`src/hw/rtl/ordered_depth_first_walk_assert.svh`:
```
// Assertion macros shared by the ordered depth-first walk RTL.
`ifndef ORDERED_DEPTH_FIRST_WALK_ASSERT_SVH
`define ORDERED_DEPTH_FIRST_WALK_ASSERT_SVH

// Condition a implies condition c at the same clock edge.
`define ODFW_ASSERT_IMPLIES(lbl, a, c, msg) \
  lbl: assert property (@(posedge clk) disable iff (rst) (a) |-> (c)) else $error(msg);

// Condition a implies condition c at the following clock edge.
`define ODFW_ASSERT_NEXT(lbl, a, c, msg) \
  lbl: assert property (@(posedge clk) disable iff (rst) (a) |=> (c)) else $error(msg);

`endif

```
`src/hw/rtl/odfw_pkg.sv`:
```
// Shared types and constants for the ordered depth-first walk.
package odfw_pkg;

  // Fixed widths of the interface fields.
  localparam int VERTEX_W = 6;
  localparam int CFG_W    = 7;
  localparam int OP_W     = 2;
  localparam int CNT_W    = 6;

  // A walk emits at most this many tree edges.
  localparam int RESULT_CAP = 63;

  // Vertex count after reset.
  localparam logic [CFG_W-1:0] VCOUNT_RESET = 7'd64;

  // Operation codes of an input word.
  localparam logic [OP_W-1:0] OP_CLEAR = 2'd0;
  localparam logic [OP_W-1:0] OP_ADD   = 2'd1;
  localparam logic [OP_W-1:0] OP_WALK  = 2'd2;

  // Lanes in one group of the lowest-bit search.
  localparam int GROUP_W = 8;

  // Sequencer states.
  typedef enum logic [2:0] {
    ST_IDLE,
    ST_ADD,
    ST_FETCH,
    ST_MASK,
    ST_SCAN,
    ST_DECIDE,
    ST_POP,
    ST_FINISH
  } state_t;

  // One result word as loaded into the output register.
  typedef struct packed {
    logic [VERTEX_W-1:0] parent;
    logic [VERTEX_W-1:0] child;
    logic                edge_valid;
    logic                bad_start;
    logic                last;
  } out_word_t;

endpackage

```
`src/hw/rtl/odfw_find.sv`:
```
// Two-stage registered search for the lowest set bit of a candidate vector.
module odfw_find #(
  parameter int MAX_VERTICES = 64
) (
  input  logic                            clk,
  input  logic [MAX_VERTICES-1:0]         cand,
  output logic                            hit,
  output logic [$clog2(MAX_VERTICES)-1:0] idx
);

  localparam int VW    = $clog2(MAX_VERTICES);
  localparam int GRP   = odfw_pkg::GROUP_W;
  localparam int NG    = (MAX_VERTICES + GRP - 1) / GRP;
  localparam int PADW  = NG * GRP;
  localparam int GW    = (NG > 1) ? $clog2(NG) : 1;
  localparam int LOW_W = $clog2(GRP);

  logic [PADW-1:0]  cand_pad;
  logic [NG-1:0]    grp_any_c;
  logic [LOW_W-1:0] grp_low_c [NG];
  logic [NG-1:0]    grp_any;
  logic [LOW_W-1:0] grp_low [NG];
  logic             hit_c;
  logic [GW+LOW_W-1:0] sel_c;

  assign cand_pad = PADW'(cand);

  // First stage: per group, whether any bit is set and the lowest one.
  always_comb begin
    for (int g = 0; g < NG; g++) begin
      grp_any_c[g] = |cand_pad[g*GRP +: GRP];
      grp_low_c[g] = '0;
      for (int b = GRP - 1; b >= 0; b--) begin
        if (cand_pad[g*GRP + b]) begin
          grp_low_c[g] = LOW_W'(b);
        end
      end
    end
  end

  always_ff @(posedge clk) begin
    grp_any <= grp_any_c;
    grp_low <= grp_low_c;
  end

  // Second stage: the lowest group with a set bit gives the index.
  always_comb begin
    hit_c = 1'b0;
    sel_c = '0;
    for (int g = NG - 1; g >= 0; g--) begin
      if (grp_any[g]) begin
        hit_c = 1'b1;
        sel_c = {GW'(g), grp_low[g]};
      end
    end
  end

  always_ff @(posedge clk) begin
    hit <= hit_c;
    idx <= VW'(sel_c);
  end

endmodule

```
`config.mk`:
```
export PLATFORM = sky130hd
export DESIGN_NAME = odfw_find
export DESIGN_NICKNAME = d
export VERILOG_FILES = /design/src/hw/rtl/ordered_depth_first_walk_assert.svh /design/src/hw/rtl/odfw_pkg.sv /design/src/hw/rtl/odfw_find.sv
export SDC_FILE = /design/constraint.sdc
export NUM_CORES = 1
export LEC_CHECK = 0
export BUFFER_PORTS_ARGS = -buffer_cell sky130_fd_sc_hd__buf_2
export CELL_PAD_IN_SITES_DETAIL_PLACEMENT = 1
export CELL_PAD_IN_SITES_GLOBAL_PLACEMENT = 2
export CORE_MARGIN = 8
export CORE_UTILIZATION = 25
export CTS_CLUSTER_SIZE = 25
export DETAILED_ROUTE_END_ITERATION = 6
export PLACE_DENSITY_LB_ADDON = 0.1
export SYNTH_ARGS = -nofsm -noshare
export SYNTH_HDL_FRONTEND = slang
export SYNTH_SLANG_ARGS = --single-unit
```
`constraint.sdc`:
```
create_clock -name clk -period 1.36 [get_ports clk]
set_input_delay 0.272 -clock clk [delete_from_list [all_inputs] [get_ports clk]]
set_output_delay 0.272 -clock clk [all_outputs]
set_load 0.1 [all_outputs]
```
After elaboration in Yosys (flattened, before gate mapping)
Cells that the tools add are included.
{"block": "totals", "regBits": 39, "inputBits": 65, "output_inout_bits": 7, "wordCells": 122}
{"block": "op_classes", "muxes": 65, "reduce_logical": 27}
{"operator": "two-way mux 3 bit", "n": 33}
{"operator": "OR reduction 8 bit", "n": 8}
{"operator": "OR reduction 4 bit", "n": 9}
{"operator": "two-way mux 2 bit", "n": 16}
{"operator": "two-way mux 6 bit", "n": 4}
{"operator": "OR reduction 2 bit", "n": 9}
{"operator": "two-way mux 5 bit", "n": 2}
{"operator": "two-way mux 1 bit", "n": 9}
{"operator": "OR reduction 7 bit", "n": 1}
{"operator": "two-way mux 4 bit", "n": 1}

Longest topological paths before layout
{"block": "logic_depth", "ltp_word": 8, "mapped_depth": 5, "depth_no_buf": 4}

Least setup slack after synthesis
No wires, ideal clock.
{"block": "synth_timing", "kind": "reg2out", "from": "register hit", "to": "output hit", "arrival_time_ns": 0.909, "required_ns": 1.088, "setup_slack_ns": 0.179, "stages_incl_launch_ff": 1, "path_buffers": 0, "cell_sequence": "dfxtp_1"}
{"element": "start, declared", "line": "odfw_find.sv:7", "source": "output logic hit,"}
{"element": "start signal, assigned", "line": "odfw_find.sv:59", "source": "hit <= hit_c;"}
No word-level cell between the ends.

Worst setup path after layout
{"block": "layout_timing", "from": "register idx[2]", "to": "output idx[2]"}
{"element": "start, declared", "line": "odfw_find.sv:8", "source": "output logic [$clog2(MAX_VERTICES)-1:0] idx"}
{"element": "start signal, assigned", "line": "odfw_find.sv:60", "source": "idx <= VW'(sel_c);"}
No word-level cell between the ends.

==> run summary <==
unrepaired setup endpoints after global routing -> false
ANT nets after route -> 0
hold_buf cts -> 0
Seq/Total Area, Yosys -> 0.463
wire per inst -> 11.8 um
grt ovf -> 0
number of CTS-inserted buffers -> 5
CP Max Fanout -> 1
Die ar. -> 0.00962 sq mm
Starting Density -> 0.254
largest net degree at the start of global routing -> 12
Final Max Slew Viols -> 0
met2 WL -> 1.85 mm
Fin Setup TNS -> 0 ns
worst path bufs/invs -> 1
port bufs -> 71
core box area -> 0.00664 sq mm
CP Class -> reg -> out
post-route minimum period -> 1.30 ns
I/O pins -> 72
Post-CTS Setup Inserts -> 0
vias in the first global route -> 1809
# setup viols final -> 0
Post-synth ARST share -> 0
Critical Path Start Type -> flop
Die Y -> 98.1 um
first-pass GRT wire length -> 7.58 mm
Util after Layout -> 0.333
DRT met1 WL -> 2.11 mm
Worst R2R Path Depth -> 4
Distinct cells, synth -> 23
worst path cell trace -> buf_2
peak supply drop -> 0.307 mV
Rows -> 30
routability congestion estimate -> 0.684
Worst Tran Pin Value -> 0.497 ns
status -> complete, no violations
Sink Count -> 39
placed inst area -> 0.00213 sq mm
share of post-route cells with drive strength above 1 -> 0.290
number of diodes -> 0
clock-pin slew on the worst setup and hold paths -> 0.07 ns
Pwr Density -> 1010 mW/mm^2
metal3 WL -> 288 um
Iter 0 DRT Violations -> 30
CP max-delay cell -> buf_2
Syn Inst Count -> 211
Die X -> 98.1 um
#FFs+latches synth -> 39
CTS tree -> done
final wirelength -> 4.32 mm
drt via density -> 4.47
most frequent cells in the layout -> 71 x buf_2, 39 x dfxtp_1, 27 x a21oi_1
Post-Syn Nets -> 276
CP Data Arrival Time -> 1.03 ns
Layout area overhead -> 31.4%
# resized after CTS -> 0
post-route cell area -> 0.00221 sq mm
final worst-path cycle share -> 0.959
via count -> 1637
drt pass-1 iters -> 4
Rel. slew slack -> 0.671
H-tree levels -> 2
clk buf depth -> 2
Tot GR Track Use -> 0.0932
initial antenna violation count -> 0
Synth Warn # -> 0
worst hold stages -> 2
Leak -> 1.02 nW
most common cell after layout, fill and taps aside -> buf_2
CP endpoint kind -> output pin
WP data required -> 1.09 ns
Mean Syn Cell Area -> 7.99 sq um
Worst path max stage delay -> 0.43 ns
# DRC -> 0
worst hold slack -> 0.169 ns
skew final -> 0.00309 ns
clk root buf -> clkbuf_8
Max Clock Freq -> 767 MHz
Worst path depth -> 1
Top delay family on crit path -> buffers and inverters
final hold viol count -> 0
EDFF count, synth -> 0
Clock Latency Late Sink -> 0.28 ns
top sig layer -> met4
maxcap violations -> 0
synthesized cell area -> 0.00169 sq mm
DP Wirelength -> 3.74 mm
Nets -> 351
hold crit path type -> in -> reg
top_reg_cell synth -> dfxtp_1
layout make-up:
type / instances / area [sq um]
tap: 80 / 100
inverter: 23 / 86.3
clock buffer: 6 / 82.6
multi-input combinational: 146 / 805
timing repair buffer: 71 / 355
sequential: 39 / 781
fill: 834 / 4430
clock inverter: 1 / 5.00
power by group:
group | switching [mW] | internal [mW] | total [mW] | leakage (nW)
clock | 0.349 | 0.397 | 0.746 | 0.0470
combinational | 0.164 | 0.131 | 0.295 | 0.651
sequential | 0.0126 | 1.18 | 1.20 | 0.320
cells in the mapped netlist, drive strengths merged, types with 2 or more instances:
cell type	instances	area (sq um)
a21oi	27	135
a31oi	3	18.8
clkbuf	2	8.75
dfxtp	39	781
inv	23	86.3
nand2	19	71.3
nand2b	9	63.8
nand3	4	20.0
nor2	15	77.6
nor2b	11	68.8
nor3	24	120
nor4	17	106
o211ai	3	27.5
o21ai	4	20.0
o21bai	9	67.6
state kept, by name, indices dropped and copies added, names as in the netlist:
signal   count
grp_any      8
grp_low     24
hit          1
idx          6
through the flow:
stage	power, mW	instances	setup slack, ns
after floorplan	1.36	211	0.179
after global placement	1.52	359	0.245
after detailed placement	1.52	359	0.273
after CTS	2.29	366	0.0359
after global routing	2.37	366	0.00403
final	2.24	366	0.0555
path summary, 6_finish.rpt:
check / startpoint / to / slack [ns]
setup / recovery: idx[2]$_DFF_P_ / idx[2] / 0.06
hold / removal: cand[40] / grp_low[6]$_SDFF_PP0_ / 0.17
setup reg to reg: grp_any[6]$_DFF_P_ / idx[3]$_SDFF_PP0_ / 0.26
hold reg to reg: grp_any[1]$_DFF_P_ / idx[3]$_SDFF_PP0_ / 0.54
layer usage:
metal / vias up / global-route usage
met2: 45 / 0.147
met5: - / 0
met4: 0 / 0.0360
met1: 706 / 0.115
li1: 878 / -
met3: 8 / 0.0292
cell families after synthesis:
kind of cell	share of synthesized area
flip-flops	0.463
buffers and inverters	0.0594
AO/OA/AOI/OAI	0.164
AND/OR/NAND/NOR	0.313
(Power assumes the default switching activity.)
